--- src/hw/rtl/sltc_pkg.sv ---
// Shared types, codes and character classes for the script lexer token classifier.
package sltc_pkg;

	localparam int ROW_W = 16;
	localparam int LEN_W = 7;
	localparam int OFS_W = 32;
	localparam int KIND_W = 3;

	// Token kind codes as they appear on the result channel.
	localparam logic [KIND_W-1:0] KIND_SYMBOL  = 3'd0;
	localparam logic [KIND_W-1:0] KIND_KEYWORD = 3'd1;
	localparam logic [KIND_W-1:0] KIND_IDENT   = 3'd2;
	localparam logic [KIND_W-1:0] KIND_NUMBER  = 3'd3;
	localparam logic [KIND_W-1:0] KIND_UNKNOWN = 3'd4;

	localparam int FIFO_DEPTH = 4;
	localparam int FIFO_AW = $clog2(FIFO_DEPTH);

	localparam logic [7:0] CHAR_BANG = 8'h21;
	localparam logic [7:0] CHAR_NEWLINE = 8'h0A;
	localparam logic [7:0] CHAR_UNDERSCORE = 8'h5F;
	localparam logic [7:0] CHAR_LOWER_S = 8'h73;
	localparam logic [7:0] CHAR_LOWER_F = 8'h66;

	typedef enum logic [1:0] {
		MODE_IDLE,
		MODE_IDENT,
		MODE_NUMBER,
		MODE_COMMENT
	} scan_mode_t;

	typedef struct packed {
		logic [7:0] text_byte;
		logic       end_of_text;
	} item_t;

	typedef struct packed {
		logic [KIND_W-1:0] token_kind;
		logic [ROW_W-1:0]  token_row;
		logic [ROW_W-1:0]  token_col;
		logic [LEN_W-1:0]  token_length;
		logic              length_clipped;
		logic [OFS_W-1:0]  token_offset;
		logic              last_of_run;
	} token_t;

	// Tokens produced by one byte, in order, handed from the scanner to the queue.
	typedef struct packed {
		logic [1:0] count;
		token_t     first;
		token_t     second;
	} push_t;

	function automatic logic [ROW_W-1:0] sat_inc(input logic [ROW_W-1:0] v);
		return (v == '1) ? v : v + 1'b1;
	endfunction

	function automatic logic is_letter(input logic [7:0] b);
		return (b >= 8'h61 && b <= 8'h7A) || (b >= 8'h41 && b <= 8'h5A);
	endfunction

	function automatic logic is_digit(input logic [7:0] b);
		return b >= 8'h30 && b <= 8'h39;
	endfunction

	function automatic logic is_space(input logic [7:0] b);
		return b == 8'h20 || (b >= 8'h09 && b <= 8'h0D);
	endfunction

	function automatic logic is_symbol(input logic [7:0] b);
		logic hit;
		hit = 1'b0;
		unique case (b)
			8'h40, 8'h2B, 8'h3D, 8'h21, 8'h23, 8'h24,
			8'h25, 8'h5E, 8'h26, 8'h2A, 8'h28, 8'h29: hit = 1'b1;
			default: hit = 1'b0;
		endcase
		return hit;
	endfunction

	// Expected characters of the keyword "scalar" by position.
	function automatic logic [7:0] scalar_char(input logic [2:0] i);
		logic [7:0] c;
		unique case (i)
			3'd0: c = 8'h73;
			3'd1: c = 8'h63;
			3'd2: c = 8'h61;
			3'd3: c = 8'h6C;
			3'd4: c = 8'h61;
			3'd5: c = 8'h72;
			default: c = 8'h00;
		endcase
		return c;
	endfunction

	// Expected characters of the keyword "foreach" by position.
	function automatic logic [7:0] foreach_char(input logic [2:0] i);
		logic [7:0] c;
		unique case (i)
			3'd0: c = 8'h66;
			3'd1: c = 8'h6F;
			3'd2: c = 8'h72;
			3'd3: c = 8'h65;
			3'd4: c = 8'h61;
			3'd5: c = 8'h63;
			3'd6: c = 8'h68;
			default: c = 8'h00;
		endcase
		return c;
	endfunction

endpackage

--- src/hw/rtl/sltc_scan.sv ---
// Scanner state and per-byte classification producing up to two tokens.
module sltc_scan import sltc_pkg::*; #(
	parameter int MAX_LEXEME = 64
) (
	input  logic  clk,
	input  logic  arst_n,
	input  logic  advance,
	input  item_t item,
	output push_t push
);

	localparam int CNT_W = $clog2(MAX_LEXEME + 2);
	localparam logic [CNT_W-1:0] CNT_MAX = CNT_W'(MAX_LEXEME);
	localparam logic [CNT_W-1:0] CNT_SCALAR = CNT_W'(6);
	localparam logic [CNT_W-1:0] CNT_FOREACH = CNT_W'(7);

	scan_mode_t       mode_q, mode_d;
	logic [ROW_W-1:0] line_q, line_d;
	logic [ROW_W-1:0] col_q, col_d;
	logic [ROW_W-1:0] start_row_q, start_row_d;
	logic [ROW_W-1:0] start_col_q, start_col_d;
	logic [CNT_W-1:0] cnt_q, cnt_d;
	logic [1:0]       km_q, km_d;
	logic [OFS_W-1:0] pos_q, pos_d;
	logic [OFS_W-1:0] start_pos_q, start_pos_d;

	always_ff @(posedge clk or negedge arst_n) begin
		if (!arst_n) begin
			mode_q <= MODE_IDLE;
			line_q <= ROW_W'(1);
			col_q <= ROW_W'(1);
			start_row_q <= '0;
			start_col_q <= '0;
			cnt_q <= '0;
			km_q <= '0;
			pos_q <= '0;
			start_pos_q <= '0;
		end else if (advance) begin
			mode_q <= mode_d;
			line_q <= line_d;
			col_q <= col_d;
			start_row_q <= start_row_d;
			start_col_q <= start_col_d;
			cnt_q <= cnt_d;
			km_q <= km_d;
			pos_q <= pos_d;
			start_pos_q <= start_pos_d;
		end
	end

	always_comb begin
		logic [7:0] b;
		logic       flush;
		logic       idle_go;
		logic       single_v;
		logic       word_char;
		token_t     flush_tok;
		token_t     single_tok;

		b = item.text_byte;
		flush = 1'b0;
		idle_go = 1'b0;
		single_v = 1'b0;
		word_char = is_letter(b) || is_digit(b);

		mode_d = mode_q;
		line_d = line_q;
		col_d = col_q;
		start_row_d = start_row_q;
		start_col_d = start_col_q;
		cnt_d = cnt_q;
		km_d = km_q;
		pos_d = pos_q;
		start_pos_d = start_pos_q;

		if (item.end_of_text) begin
			flush = (mode_q == MODE_IDENT) || (mode_q == MODE_NUMBER);
			mode_d = MODE_IDLE;
		end else begin
			pos_d = pos_q + 1'b1;
			unique case (mode_q)
				MODE_COMMENT: begin
					if (b == CHAR_NEWLINE) begin
						line_d = sat_inc(line_q);
						col_d = ROW_W'(1);
						mode_d = MODE_IDLE;
					end else begin
						col_d = sat_inc(col_q);
					end
				end
				MODE_IDENT, MODE_NUMBER: begin
					if ((mode_q == MODE_IDENT && (word_char || b == CHAR_UNDERSCORE)) ||
					    (mode_q == MODE_NUMBER && is_digit(b))) begin
						if (cnt_q >= CNT_SCALAR || scalar_char(cnt_q[2:0]) != b)
							km_d[0] = 1'b0;
						if (cnt_q >= CNT_FOREACH || foreach_char(cnt_q[2:0]) != b)
							km_d[1] = 1'b0;
						if (cnt_q <= CNT_MAX)
							cnt_d = cnt_q + 1'b1;
						col_d = sat_inc(col_q);
					end else begin
						// The terminating byte is then scanned as if the scanner were idle.
						flush = 1'b1;
						idle_go = 1'b1;
						mode_d = MODE_IDLE;
					end
				end
				MODE_IDLE: idle_go = 1'b1;
				default: idle_go = 1'b1;
			endcase

			if (idle_go) begin
				if (b == CHAR_BANG) begin
					mode_d = MODE_COMMENT;
				end else if (is_symbol(b) || !(word_char || is_space(b))) begin
					single_v = 1'b1;
				end else if (word_char) begin
					mode_d = is_letter(b) ? MODE_IDENT : MODE_NUMBER;
					start_row_d = line_q;
					start_col_d = col_q;
					start_pos_d = pos_q;
					cnt_d = CNT_W'(1);
					km_d = {b == CHAR_LOWER_F, b == CHAR_LOWER_S};
				end
				if (b == CHAR_NEWLINE) begin
					line_d = sat_inc(line_q);
					col_d = ROW_W'(1);
				end else begin
					col_d = sat_inc(col_q);
				end
			end
		end

		flush_tok.token_kind = KIND_NUMBER;
		if (mode_q == MODE_IDENT) begin
			flush_tok.token_kind = ((cnt_q == CNT_SCALAR && km_q[0]) ||
			                        (cnt_q == CNT_FOREACH && km_q[1])) ? KIND_KEYWORD
			                                                           : KIND_IDENT;
		end
		flush_tok.token_row = start_row_q;
		flush_tok.token_col = start_col_q;
		flush_tok.token_length = LEN_W'((cnt_q > CNT_MAX) ? CNT_MAX : cnt_q);
		flush_tok.length_clipped = cnt_q > CNT_MAX;
		flush_tok.token_offset = start_pos_q;
		flush_tok.last_of_run = !single_v;

		single_tok.token_kind = is_symbol(b) ? KIND_SYMBOL : KIND_UNKNOWN;
		single_tok.token_row = line_q;
		single_tok.token_col = col_q;
		single_tok.token_length = LEN_W'(1);
		single_tok.length_clipped = 1'b0;
		single_tok.token_offset = pos_q;
		single_tok.last_of_run = 1'b1;

		push.count = 2'(flush) + 2'(single_v);
		push.first = flush ? flush_tok : single_tok;
		push.second = single_tok;
	end

endmodule

--- src/hw/rtl/sltc_token_fifo.sv ---
// Small token queue that takes up to two tokens per cycle and releases one unless stalled.
module sltc_token_fifo import sltc_pkg::*; (
	input  logic   clk,
	input  logic   arst_n,
	input  logic   push_en,
	input  push_t  push,
	output logic   room,
	output logic   token_valid,
	input  logic   token_stall,
	output token_t token
);

	token_t                   mem_q [FIFO_DEPTH];
	logic [FIFO_AW-1:0]       rd_ptr_q;
	logic [FIFO_AW-1:0]       wr_ptr_q;
	logic [FIFO_AW:0]         count_q;
	logic [1:0]               wr_n;
	logic                     pop;
	logic [FIFO_AW-1:0]       wr_ptr_next;

	assign wr_n = push_en ? push.count : 2'd0;
	assign pop = token_valid && !token_stall;
	assign wr_ptr_next = wr_ptr_q + 1'b1;
	assign room = count_q <= (FIFO_AW + 1)'(FIFO_DEPTH - 2);
	assign token_valid = count_q != '0;
	assign token = mem_q[rd_ptr_q];

	always_ff @(posedge clk or negedge arst_n) begin
		if (!arst_n) begin
			rd_ptr_q <= '0;
			wr_ptr_q <= '0;
			count_q <= '0;
		end else begin
			if (pop)
				rd_ptr_q <= rd_ptr_q + 1'b1;
			wr_ptr_q <= wr_ptr_q + FIFO_AW'(wr_n);
			count_q <= count_q + (FIFO_AW + 1)'(wr_n) - (FIFO_AW + 1)'(pop);
		end
	end

	always_ff @(posedge clk) begin
		if (wr_n != 2'd0)
			mem_q[wr_ptr_q] <= push.first;
		if (wr_n == 2'd2)
			mem_q[wr_ptr_next] <= push.second;
	end

endmodule

--- src/hw/rtl/script_lexer_token_classifier_unit.sv ---
// Top level of the script lexer token classifier: input register, scanner and token queue.
//
// The unit takes one text byte per cycle and emits tokens (symbol, keyword, identifier,
// number, unknown) with start row, column, byte offset and length. A byte enters an input
// register, from which the scanner classifies it against the held scanner state once the
// queue has space for two tokens, and writes zero, one or two tokens into a four-entry token
// queue. A byte is taken every cycle as long as the queue has space for two tokens; the
// result side drains one token per cycle unless stalled, so byte throughput is one per cycle
// while at most one token per byte comes out and is bounded by the single output port when
// bytes produce two tokens. MAX_LEXEME sets where lexeme lengths saturate.
module script_lexer_token_classifier_unit import sltc_pkg::*; #(
	parameter int MAX_LEXEME = 64
) (
	input  logic   clk,
	input  logic   arst_n,
	input  logic   item_valid,
	output logic   item_stall,
	input  item_t  item,
	output logic   token_valid,
	input  logic   token_stall,
	output token_t token
);

	item_t item_s1;
	logic  valid_s1;
	logic  room;
	logic  advance;
	logic  accept;
	push_t push;

	// The held byte is scanned once the queue can absorb both of its possible tokens.
	assign advance = valid_s1 && room;
	assign item_stall = valid_s1 && !room;
	assign accept = item_valid && !item_stall;

	always_ff @(posedge clk or negedge arst_n) begin
		if (!arst_n) begin
			valid_s1 <= 1'b0;
		end else if (accept) begin
			valid_s1 <= 1'b1;
		end else if (advance) begin
			valid_s1 <= 1'b0;
		end
	end

	always_ff @(posedge clk) begin
		if (accept)
			item_s1 <= item;
	end

	sltc_scan #(
		.MAX_LEXEME(MAX_LEXEME)
	) u_scan (
		.clk    (clk),
		.arst_n (arst_n),
		.advance(advance),
		.item   (item_s1),
		.push   (push)
	);

	sltc_token_fifo u_fifo (
		.clk        (clk),
		.arst_n     (arst_n),
		.push_en    (advance),
		.push       (push),
		.room       (room),
		.token_valid(token_valid),
		.token_stall(token_stall),
		.token      (token)
	);

endmodule

--- config.mk ---
export PLATFORM = sky130hd
export DESIGN_NAME = script_lexer_token_classifier_unit
export DESIGN_NICKNAME = d
export VERILOG_FILES = /design/src/hw/rtl/sltc_pkg.sv /design/src/hw/rtl/sltc_scan.sv /design/src/hw/rtl/sltc_token_fifo.sv /design/src/hw/rtl/script_lexer_token_classifier_unit.sv
export SDC_FILE = /design/constraint.sdc
export NUM_CORES = 1
export LEC_CHECK = 0
export ABC_AREA = 1
export BUFFER_PORTS_ARGS = -buffer_cell sky130_fd_sc_hd__buf_4
export CAP_MARGIN = 40
export CORE_AREA = 2 2 259 261
export DETAILED_ROUTE_END_ITERATION = 7
export DIE_AREA = 0 0 261 263
export GPL_TIMING_DRIVEN = 1
export PLACE_DENSITY = 0.61
export SYNTH_ARGS = -nofsm -noshare
export SYNTH_HDL_FRONTEND = slang
export SYNTH_SLANG_ARGS = --single-unit
--- constraint.sdc ---
create_clock -name clk -period 4.57 [get_ports clk]
set_input_delay 0.914 -clock clk [delete_from_list [all_inputs] [get_ports clk]]
set_output_delay 0.914 -clock clk [all_outputs]
set_load 0.01 [all_outputs]
==> flow_metrics.py <==
metrics = {
    "synthesis": {
        "synth-compound-area-share": 0.1878,
        "synthMuxAreaShare": 0,
        "yosysSeqAreaShare": 0.5540,
        "synth-async-reset-ratio": 0.3196,
        "synth_nets": 2588,
        "synth_top_family_by_area": "compound AO/OA/AOI/OAI gates",
        "syn_area_um2": 22810,
        "synth-simple-area-share": 0.1596,
        "postSynthRegisterBits": 460,
        "synth_edf_count": 269,
        "syn_avg_cell_area_um2": 8.919,
        "syn_inst": 2558,
        "ys.flop_type": "edfxtp_1",
        "ys_top_cells_by_area": "edfxtp_1 (35%), dfrtp_1 (16%), o22ai_1 (9.2%), nand2_1 (8.5%), o21ai_0 (6.6%)",
        "synth_cell_type_count": 48,
        "synth_fa_ha_area_frac": 0.009652,
        "synth_top_area_frac": 0.3541,
        "synth_xor_xnor_area_share": 0.02073,
        "synth_top_area_cell": "edfxtp_1",
        "ys_warn_count": 0,
    },
    "setup_path": {
        "cp-startpoint": "u_fifo.rd_ptr_q[0]",
        "path_class": "reg -> out",
        "rr_startpoint": "item_s1[2]",
        "required_ns": 3.66,
        "cp_common_cell": "buf_4",
        "arrival_ns": 3.18,
        "worstPathCellList": "inv_4 -> buf_4 -> o21ai_0 -> o22ai_1 -> buf_4",
        "crit_family": "buffers and inverters",
        "start_kind": "flop",
        "critPathMaxStageDelay_ns": 0.77,
        "endpoint_kind": "output port",
        "crit_fanout": 82,
        "critPathSlowestCell": "inv_4",
        "critPathBufInv": 3,
    },
    "routing": {
        "drt_drc_violations_left": 0,
        "wl_per_cell_um": 19.76,
        "vias": 19300,
        "vias_per_cell": 5.547,
        "first_iter_violations": 1854,
        "wirelength_mm": 68.76,
        "drt_pass1_iterations": 7,
        "ant_nets": 0,
    },
    "clock_tree": {
        "htree_levels": 2,
        "clock-root-buffer": "clkbuf_16",
        "clkTransAtPathRegs_ns": 0.06,
        "ctsHoldBuffers": 0,
        "cts_tree": "yes",
        "cts.path.max_buffers": 3,
        "cts_buffers": 50,
        "cts_resized": 0,
        "cts_setup_buffers": 0,
        "cts_num_sinks": 460,
        "worstSkewPairLatency_ns": 0.60,
    },
    "final_layout": {
        "syn_to_final_growth_pct": 14.41,
        "mostFrequentLayoutCells": "nand2_1 (507), o22ai_1 (336), o21ai_0 (303)",
        "final_common_cell": "nand2_1",
        "insertedDiodeCount": 0,
        "drive_above_1_share": 0.09943,
        "nets": 2604,
    },
    "timing": {
        "setup_viol": 0,
        "finalHoldViolCount": 0,
        "min_period_over_period": 0.8952,
        "fin_crit_ns": 4.091,
        "fmax_mhz": 244.4,
        "worstMarginPinSlew_ns": 0.9194,
        "slew_headroom": 0.3870,
        "tns_ns": 0,
        "grt_setup_unrepaired": "false",
        "slew_viol_final": 0,
        "clock-skew-final_ns": 0.01818,
    },
    "global_routing": {
        "grt_overflow": 0,
        "grt_pass1_wl_mm": 107.4,
        "grt_max_degree": 129,
        "grt_pass1_vias": 18800,
        "grt.total_usage": 0.1972,
        "antenna_found_initial": 1,
    },
    "pwr": {
        "ir_worst_vdd_mv": 0.3185,
        "p_total_mw": 15.82,
        "p_leak_nw": 9.719,
        "power.density_nw_per_um2": 606.2,
    },
    "floorplan": {
        "rows": 94,
        "start_util": 0.3476,
        "io-pin-count": 91,
        "die_h_um": 263,
        "die_area_um2": 68640,
        "core_um2": 65630,
        "fp.dieW_um": 261,
    },
    "placement": {
        "placement.io_buffers": 90,
        "dp_hpwl_mm": 41.61,
        "place.gp.congestion": 0.9005,
    },
    "worst_hold_path": {
        "hold_path.class": "in -> async",
    },
    "run_status": {
        "outcome": "complete, no violations",
    },
    "run": {
        "maxCapViolCount": 0,
    },
}
logic make-up after synthesis:
family / Yosys count
AO/OA/AOI/OAI: 745
XOR/XNOR: 54
AND/OR/NAND/NOR: 896
adder cells (fa/ha/maj): 17
flip-flops: 460
buffers and inverters: 386
stage by stage:
step           cell area [µm²]  worst slack [ns]  instances  utilization  hold WS (ns)
2_1_floorplan            22820            0.6021       2558            -        0.4231
3_3_place_gp             24260            0.7244       3379       0.3697        0.4338
3_5_place_dp             24440            0.6413       3386       0.3724        0.4411
4_1_cts                  26100            0.4589       3479       0.3977        0.1121
5_1_grt                  26100            0.2031       3479       0.3977        0.1196
6_report                 26100            0.4791       3479       0.3977        0.1335
state kept, by name, indices dropped and copies added (netlist names), 2 cells and up:
name	flops
item_s1	9
u_fifo.count_q	3
u_fifo.mem_q	304
u_fifo.rd_ptr_q	2
u_fifo.wr_ptr_q	2
u_scan.cnt_q	7
u_scan.col_q	16
u_scan.km_q	2
u_scan.line_q	16
u_scan.mode_q	2
u_scan.pos_q	32
u_scan.start_col_q	16
u_scan.start_pos_q	32
u_scan.start_row_q	16
synth_stat cells, types with 21 or more instances:
master / count
xor2_1: 53
o21ai_0: 303
nor3_1: 27
buf_2: 21
nor2_1: 238
edfxtp_1: 269
o22ai_1: 336
nand2_1: 519
dfrtp_1: 145
nand3_1: 63
dfxtp_1: 44
inv_1: 208
o21ai_1: 46
clkbuf_1: 132
layout make-up:
class	count	area (µm²)
fillers	6387	39530
flip-flops and latches	460	12640
multi-input cells	1712	8675
clock buffers	72	1425
repair buffers	129	1210
well taps	864	1081
inverters	221	832.0
clock inverters	21	234.0
where the power goes:
part / total (mW) / internal (mW) / switching (mW)
registers: 5.57 / 5.20 / 0.363
clock network: 4.13 / 2.45 / 1.69
logic: 6.12 / 1.98 / 4.15
per-layer routing:
metal / share of wire / up-vias / GRT usage
li1: - / 9003 / -
met3: 0.070 / 124 / 0.02638
met4: 0.025 / 0 / 0.06480
met5: 0 / - / 0
met1: 0.43 / 9381 / 0.2650
met2: 0.48 / 790 / 0.3276
path summary, 6_finish.rpt:
check / end / slack [ns] / cells after the start
max in group asynchronous: u_scan.cnt_q[6] / 3.73 / 2
min in group clk: u_fifo.mem_q[2][36] / 0.46 / 2
worst max register to register: u_fifo.mem_q[0][75] / 0.59 / 16
worst min-delay path: u_scan.pos_q[30] / 0.13 / 1
worst min register to register: u_fifo.mem_q[2][36] / 0.46 / 2
worst max-delay path: token[1] / 0.48 / 5
(Power assumes the default switching activity.)
